[config.mk]
export PLATFORM = sky130hd
export DESIGN_NAME = gbba_alu
export DESIGN_NICKNAME = d
export VERILOG_FILES = /design/src/hw/rtl/gbba_pkg.sv /design/src/hw/rtl/gbba_alu.sv
export SDC_FILE = /design/constraint.sdc
export NUM_CORES = 1
export LEC_CHECK = 0
export ABC_AREA = 1
export BUFFER_PORTS_ARGS = -buffer_cell sky130_fd_sc_hd__buf_2
export CORE_ASPECT_RATIO = 0.75
export CORE_MARGIN = 2
export CORE_UTILIZATION = 45
export DETAILED_ROUTE_END_ITERATION = 10
export PLACE_DENSITY = 0.86
export SETUP_SLACK_MARGIN = 0.05
export SYNTH_ARGS = -nofsm -noshare
export SYNTH_HDL_FRONTEND = slang
export SYNTH_SLANG_ARGS = --single-unit
[constraint.sdc]
create_clock -name vclk -period 1.9
set_input_delay 0.285 -clock vclk [all_inputs]
set_output_delay 0.285 -clock vclk [all_outputs]
set_load 0.02 [all_outputs]
[src/hw/rtl/gbba_pkg.sv]
// Shared constants, codes, types and helpers of the grouped bitmap block allocator.
`timescale 1ns / 1ps

package gbba_pkg;

  localparam int MAX_GROUPS = 16;
  localparam int SLOT_BITS  = 32768;
  localparam int GROUP_W    = 4;
  localparam int WORD_W     = 10;
  localparam int ADDR_W     = GROUP_W + WORD_W;
  localparam int MEM_DEPTH  = MAX_GROUPS * (SLOT_BITS / 32);
  localparam int BLK_W      = 19;
  localparam int CNT_W      = 20;
  localparam int BPG_W      = 16;
  localparam int GC_W       = 5;

  localparam logic [1:0] MODE_ALLOC = 2'd0;
  localparam logic [1:0] MODE_FREE  = 2'd1;
  localparam logic [1:0] MODE_MARK  = 2'd2;

  localparam logic [1:0] STAT_OK       = 2'd0;
  localparam logic [1:0] STAT_NO_SPACE = 2'd1;
  localparam logic [1:0] STAT_RANGE    = 2'd2;
  localparam logic [1:0] STAT_ALREADY  = 2'd3;

  localparam logic REG_GROUP_COUNT      = 1'b0;
  localparam logic REG_BLOCKS_PER_GROUP = 1'b1;

  localparam logic [GC_W-1:0]  GC_RESET  = 5'd1;
  localparam logic [BPG_W-1:0] BPG_RESET = 16'd32768;
  localparam logic [BPG_W-1:0] BPG_MIN   = 16'd8;
  localparam logic [BPG_W-1:0] BPG_MAX   = 16'(SLOT_BITS);
  localparam logic [GC_W-1:0]  GC_MAX    = 5'(MAX_GROUPS);

  typedef enum logic [3:0] {
    ST_CLEAR,
    ST_IDLE,
    ST_DIV,
    ST_RMW_RD,
    ST_RMW_CHK,
    ST_AL_GRP,
    ST_AL_NEXT,
    ST_AL_RD,
    ST_AL_CHK,
    ST_AL_SUM,
    ST_TOT_DIFF,
    ST_TOT_ADD
  } state_t;

  typedef struct packed {
    logic [CNT_W-1:0] a;
    logic [CNT_W-1:0] b;
    logic             sub;
  } alu_req_t;

  typedef struct packed {
    logic [CNT_W-1:0] res;
    logic             carry;
  } alu_rsp_t;

  typedef struct packed {
    logic              we;
    logic [ADDR_W-1:0] waddr;
    logic [31:0]       wdata;
    logic [ADDR_W-1:0] raddr;
  } mem_req_t;

  // Position of the lowest clear bit; only meaningful when one exists.
  function automatic logic [4:0] lowest_clear(input logic [31:0] word);
    logic [4:0] pos;
    pos = '0;
    for (int i = 31; i >= 0; i--) begin
      if (!word[i]) pos = 5'(i);
    end
    return pos;
  endfunction

endpackage

[src/hw/rtl/gbba_alu.sv]
// Shared add/subtract unit for the sequencer's arithmetic; index and address counters step outside it.
`timescale 1ns / 1ps

module gbba_alu
  import gbba_pkg::*;
(
  input  alu_req_t req,
  output alu_rsp_t rsp
);

  logic [CNT_W:0] sum;

  // Subtract as a plus inverted b plus one; carry high means a >= b.
  assign sum = {1'b0, req.a} + {1'b0, (req.sub ? ~req.b : req.b)} + {{CNT_W{1'b0}}, req.sub};

  assign rsp.res   = sum[CNT_W-1:0];
  assign rsp.carry = sum[CNT_W];

endmodule

==> results.yml, run 1 <==
die:
  num_rows: 17
  die_h_um: 53.6
  initial_core_util: 0.485
  die_x_um: 70.1
  io_pins: 62
yosys:
  synthAdderAreaFrac: 0.175
  syn_inst: 263
  synth_compound_area_frac: 0.0840
  synth_xor_xnor_area_share: 0.178
  synth_seq_area_share: 0
  yosys.area_share.simple: 0.448
  muxShareOfSynthArea: 0
  synth_top_family_by_area: "simple AND/OR/NAND/NOR gates"
  ys.warnings.count: 0
  synthDistinctLibCells: 24
  synth_nets: 324
  syn_area_per_cell_sq_um: 5.60
  syn_area_sq_mm: 0.00147
global_route:
  grt_max_degree: 9
placement:
  globalplace.congestion: 0.903
  hpwl_mm: 4.03
  port_buffers: 62
  place_ws_ns: -0.481
timing:
  grt_repair_worst_endpoint: "rsp[19]"
  endpoint_type: "primary output"
cts:
  holdBufCountCts: 0
status:
  haltStage: "global routing"
  error: "[ERROR DPL-0038] Utilization greater than 100%, impossible to legalize"
  status: "stopped before the end"
cell families after synthesis:
kind of cell	count (synthesis)
buf+inv	43
simple gates	147
fa+ha+maj	20
compound gates	23
xor+xnor	30
timing repair:
action / 4_1_cts
setup buffers: 9
pin swaps: 50
hold endpoints to repair: 0
resized for setup: 87
setup endpoints to repair: 19
cloned: 2
synth_stat cells:
library cell | instances | area share
nor3_1 | 3 | 0.010
xnor2_1 | 4 | 0.024
nand3_1 | 13 | 0.044
and2_1 | 1 | 0.0042
nor2_2 | 4 | 0.017
o21bai_1 | 2 | 0.010
nand2_2 | 9 | 0.038
xor2_1 | 26 | 0.15
nand4_1 | 2 | 0.0085
buf_4 | 2 | 0.010
nor2_4 | 2 | 0.015
a21oi_1 | 16 | 0.054
inv_2 | 1 | 0.0025
nand3b_1 | 1 | 0.0051
and2_4 | 1 | 0.0059
nand2_1 | 89 | 0.23
nor3_2 | 1 | 0.0068
ha_1 | 19 | 0.16
a21oi_2 | 1 | 0.0059
o21ai_0 | 4 | 0.014
nand3_2 | 3 | 0.020
fa_1 | 1 | 0.014
nor2_1 | 18 | 0.046
inv_1 | 40 | 0.10
through the flow:
stage               utilization  cell area (sq um)  cells  hold WS [ns]  TNS, ns
CTS                       0.864               2630    413         0.957    -5.35
detailed placement        0.735               2240    402         0.956    -7.16
global placement          0.735               2240    402         0.951    -6.05
floorplan                     -               1590    263         0.694    -2.50
==> inputs of run 2 (changes only) <==
--- a/config.mk
+++ b/config.mk
@@ -7,12 +7,10 @@
 export LEC_CHECK = 0
 export ABC_AREA = 1
 export BUFFER_PORTS_ARGS = -buffer_cell sky130_fd_sc_hd__buf_2
-export CORE_ASPECT_RATIO = 0.75
 export CORE_MARGIN = 2
-export CORE_UTILIZATION = 45
+export CORE_UTILIZATION = 30
 export DETAILED_ROUTE_END_ITERATION = 10
-export PLACE_DENSITY = 0.86
-export SETUP_SLACK_MARGIN = 0.05
+export PLACE_DENSITY_LB_ADDON = 0.15
 export SYNTH_ARGS = -nofsm -noshare
 export SYNTH_HDL_FRONTEND = slang
 export SYNTH_SLANG_ARGS = --single-unit
==> constraint.sdc (replaced) <==
create_clock -name vclk -period 2.47
set_input_delay 0.3705 -clock vclk [all_inputs]
set_output_delay 0.3705 -clock vclk [all_outputs]
set_load 0.02 [all_outputs]
==> run 2 against run 1 <==
  * Synthesized area did not move
  * The run now ends clean
  * Synthesized cell count did not move
==> results.yml, run 2 <==
status:
  status: "finished, final reports clean"
power_and_ir_drop:
  p_leak_uw: 0.00130
  ir_worst_vdd_mv: 0.194
  power_density_mw_per_mm2: 416
cells_and_area:
  mostFrequentLayoutCell: "nand2_1"
  drive_above_1_share: 0.464
  n_antenna_cell: 0
  fin_nets: 412
  area_growth_pct: 61.8
  ff_latch_area_sq_um: 0
  seq_cells: 0
  stdcell_count: 416
  clkbuf_count: 0
  layout_common_cells: "nand2_1 (65), buf_2 (52), inv_1 (39)"
  post-route-util: 0.505
flow_run:
  maxCapViolations: 0
setup_path:
  critical_path_arrival_ns: 2.02
  endpoint_kind: "output pin"
  crit_path_start_kind: "primary input"
  crit_required_ns: 2.10
  crit_fanout: 5
  crit_type: "primary input to output pin"
detailed_routing:
  avgRoutedWirePerCell_um: 10.6
  ant_nets: 0
  via_count: 1834
  drt_first_iter_violations: 43
  routed_via_density: 4.41
  first_pass_iters: 4
  drt_wl_total_mm: 4.42
  drc: 0
global_route:
  grt_use_met2: 0.255
  grt_util_met1: 0.211
  grt_pass1_vias: 1634
  top_usage_layer: "met2"
  antenna_found_initial: 0
  grt-ovfl-total: 0
  met3_usage: 0.00136
  grt_use_total: 0.145
  grt_pass1_wl_mm: 6.65
  grt_max_degree: 11
yosys:
  synth_compound_area_frac: 0.0840
  post-synth-top-count-cell: "nand2_1"
  yosys.area_share.simple: 0.448
  synth_xor_xnor_area_share: 0.178
  syn_area_per_cell_sq_um: 5.60
  ys.warnings.count: 0
  synthAdderAreaFrac: 0.175
  netlist_top_cells_area: "nand2_1 (23%), ha_1 (16%), xor2_1 (15%)"
  synthDistinctLibCells: 24
  yosysTopAreaCellShare: 0.227
  muxShareOfSynthArea: 0
  synth_top_area_cell: "nand2_1"
  synth_top_family_by_area: "simple AND/OR/NAND/NOR gates"
  synth_nets: 324
  synth_seq_area_share: 0
  syn_inst: 263
  synthTopCellsByCount: "nand2_1 (89), inv_1 (40), xor2_1 (26), ha_1 (19), nor2_1 (18)"
  syn_area_sq_mm: 0.00147
placement:
  globalplace.congestion: 0.845
  place_inst: 411
  port_buffers: 62
  hpwl_mm: 3.57
timing:
  timing.hold.ws_ns: 1.05
  worst_pin_slew_ns: 0.284
  setup_violations: 0
  fmax_mhz: 419
  fin_crit_sh: 0.967
  rsz0062_at_grt: "yes"
  period_needed_ns: 2.39
  relSlewSlack: 0.809
  hold_viol: 0
  finalSetupTns_ns: 0
  maxSlewViolCount: 0
die:
  num_rows: 25
  io_pins: 62
  initial_core_util: 0.312
  die_x_um: 74.1
  core_sq_mm: 0.00472
  dieArea_sq_mm: 0.00549
  die_h_um: 74.1
hold_path:
  hold_class: "primary input to output pin"
-- run 2: cell counts after synthesis --
No cell type changed its count.
-- run 2: what timing repair did --
item | CTS | global route
pin swaps | 1 | 37
gates cloned | 0 | 1
resized for setup | 0 | 80
hold buffers | 0 | 0
endpoints found under the setup margin | 1 | 14
buffers inserted | 0 | 4
-- run 2: per-stage QoR --
stage               total power (uW)  setup slack [ns]  instance area [sq um]
floorplan                        548            0.0294                   1470
global placement                 832           0.00364                   2020
detailed placement               830          -0.00100                   2020
CTS                              834           0.00226                   2020
global route                    1090           -0.0674                   2380
finish                           992            0.0806                   2380
-- run 2: cell families (layout without fill, tap and decap cells) --
| logic type | Yosys count | after routing |
|---|---|---|
| and+or+nand+nor | 147 | 147 |
| buffers and inverters | 43 | 129 |
| xor gates and xnor gates | 30 | 30 |
| AOI/OAI and AO/OA | 23 | 23 |
| adders and majority gates | 20 | 20 |
-- run 2: area by class of cell --
type | count | area, sq um
multi-input cells | 220 | 1560
inverters | 41 | 154
well taps | 67 | 83.8
repair buffers | 88 | 588
fillers | 494 | 2340
-- run 2: critical path, stage by stage --
cell	delay (ns)
buf_12	0.11
buf_12	0.13
xor2_1	0.16
ha_1	0.38
nand2_2	0.10
nor2_2	0.13
nand2_1	0.07
nand3_1	0.12
nand3b_1	0.11
nand2_1	0.08
nand2_1	0.06
nand2_2	0.07
buf_6	0.11
-- run 2: final timing paths --
check | from | endpoint | slack (ns) | cells after the start
hold / removal | req[21] | rsp[1] | 1.05 | 3
setup / recovery | req[0] | rsp[14] | 0.08 | 13
-- run 2: report_power, final --
part           switching (uW)  leakage (uW)  total, uW  internal [uW]
Combinational             564       0.00130        992            428
Clock                       0             0          0              0
Sequential                  0             0          0              0
-- run 2: layer usage --
metal,vias up,share of wire
met4,0,0
met1,812,0.48
met2,35,0.48
li1,987,-
met5,-,0
met3,0,0.040
No activity file was read; power rests on OpenSTA's default activity.
==> inputs of run 3 (changes only) <==
--- a/config.mk
+++ b/config.mk
@@ -10,7 +10,7 @@
 export CORE_MARGIN = 2
 export CORE_UTILIZATION = 30
 export DETAILED_ROUTE_END_ITERATION = 10
-export PLACE_DENSITY_LB_ADDON = 0.15
+export PLACE_DENSITY = 0.52
 export SYNTH_ARGS = -nofsm -noshare
 export SYNTH_HDL_FRONTEND = slang
 export SYNTH_SLANG_ARGS = --single-unit
==> run 3 against run 2 <==
  * Combinational power barely moved
  * Critical path type unchanged
  * Maximum frequency grew 0.38%
  * Routed wire length up 0.11%
  * Non-clock buffer count fell by 2
  * Sequential share of layout area unchanged
  * Clock-buffer cell count is the same
==> results.yml, run 3 (synthesis results as in run 2) <==
cells_and_area:
  clkbuf_count: 0
  area_growth_pct: 65.3
  ff_latch_area_sq_um: 0
  drive_above_1_share: 0.496
  layout_common_cells: "nand2_1 (67), buf_2 (53), inv_1 (37)"
  n_antenna_cell: 0
  seq_cells: 0
  fin_nets: 410
  mostFrequentLayoutCell: "nand2_1"
power_and_ir_drop:
  power_density_mw_per_mm2: 411
  ir_worst_vdd_mv: 0.205
  p_total_uw: 1000
  p_leak_uw: 0.00128
cts:
  holdBufCountCts: 0
detailed_routing:
  first_pass_iters: 4
  avgRoutedWirePerCell_um: 10.7
  dr.max_layer_used: "met3"
  met2WireLength_mm: 2.13
  via_count: 1781
  routed_via_density: 4.30
  drc: 0
  ant_nets: 0
  routed-wl-met3_um: 91
  wirelength_met1_mm: 2.20
  drt_wl_total_mm: 4.42
  drt_first_iter_violations: 61
timing:
  maxSlewViolCount: 0
  fmax_mhz: 420
  hold_viol: 0
  worst_pin_slew_ns: 0.290
  period_needed_ns: 2.38
  setup_violations: 0
  rsz0062_at_grt: "yes"
  relSlewSlack: 0.805
  fin_crit_sh: 0.964
  setup_slack_ns: 0.0896
global_route:
  grt_max_degree: 12
  grt_use_total: 0.147
  grt_pass1_wl_mm: 6.62
  antenna_found_initial: 0
  grt-ovfl-total: 0
  grt_pass1_vias: 1566
setup_path:
  critical_path_arrival_ns: 2.01
  crit_end: "rsp[16]"
  crit_path_start_kind: "primary input"
  crit_type: "primary input to output pin"
  crit_fanout: 6
  critPathLaunch: "req[0]"
  endpoint_kind: "output pin"
  crit_required_ns: 2.10
die:
  dieArea_sq_mm: 0.00549
  die_h_um: 74.1
  initial_core_util: 0.312
  core_sq_mm: 0.00472
  io_pins: 62
  num_rows: 25
  die_x_um: 74.1
placement:
  port_buffers: 62
  hpwl_mm: 3.59
  globalplace.congestion: 0.883
  place_ws_ns: -0.0175
hold_path:
  hold_class: "primary input to output pin"
flow_run:
  maxCapViolations: 0
status:
  status: "finished, final reports clean"
-- run 3: repair_timing --
item	4_1_cts	5_1_grt
gates cloned	0	1
pin swaps	0	45
gates resized for setup	1	90
endpoints found under the setup margin	4	14
buffers inserted	0	5
-- run 3: area by class of cell --
class / instances / area, sq um
well taps: 67 / 83.8
multi-input cells: 220 / 1630
inverters: 41 / 154
repair buffers: 86 / 566
fillers: 504 / 2290
-- run 3: how the worst min path moves through the flow --
stage                  from      to  slack (ns)  cells past startpoint
floorplan            req[1]  rsp[1]        0.87                      1
global placement    req[21]  rsp[1]        1.04                      3
detailed placement  req[21]  rsp[1]        1.04                      3
CTS                 req[21]  rsp[1]        1.04                      3
global route        req[21]  rsp[1]        1.05                      3
finish              req[21]  rsp[1]        1.04                      3
-- run 3: stage by stage --
stage / hold slack [ns] / setup TNS, ns / area (sq um) / util / instances
finish: 1.04 / 0 / 2440 / 0.516 / 414
global route: 1.05 / -0.0162 / 2440 / 0.516 / 414
CTS: 1.04 / -0.0303 / 2000 / 0.424 / 408
global placement: 1.04 / -0.0272 / 2000 / 0.424 / 408
floorplan: 0.865 / 0 / 1470 / - / 263
detailed placement: 1.04 / -0.0294 / 2000 / 0.424 / 408
-- run 3: metal layers --
layer  global-route usage  up-vias
met1                0.222      775
met5                    0        -
met4                    0        0
met3                    0        0
met2                0.248       27
li1                     -      979
-- run 3: worst max-delay path: stages --
cell	delay (ns)
buf_8	0.12
buf_12	0.14
xor2_1	0.16
ha_2	0.32
a21oi_2	0.21
and2_4	0.18
nor2_1	0.04
nor2_1	0.14
nand2_1	0.06
nand2_1	0.06
nand2_1	0.05
buf_6	0.13
-- run 3: power breakdown --
group,total [uW],internal (uW),switching [uW]
Clock,0,0,0
Sequential,0,0,0
Combinational,1000,432,570
Total,1000,432,570
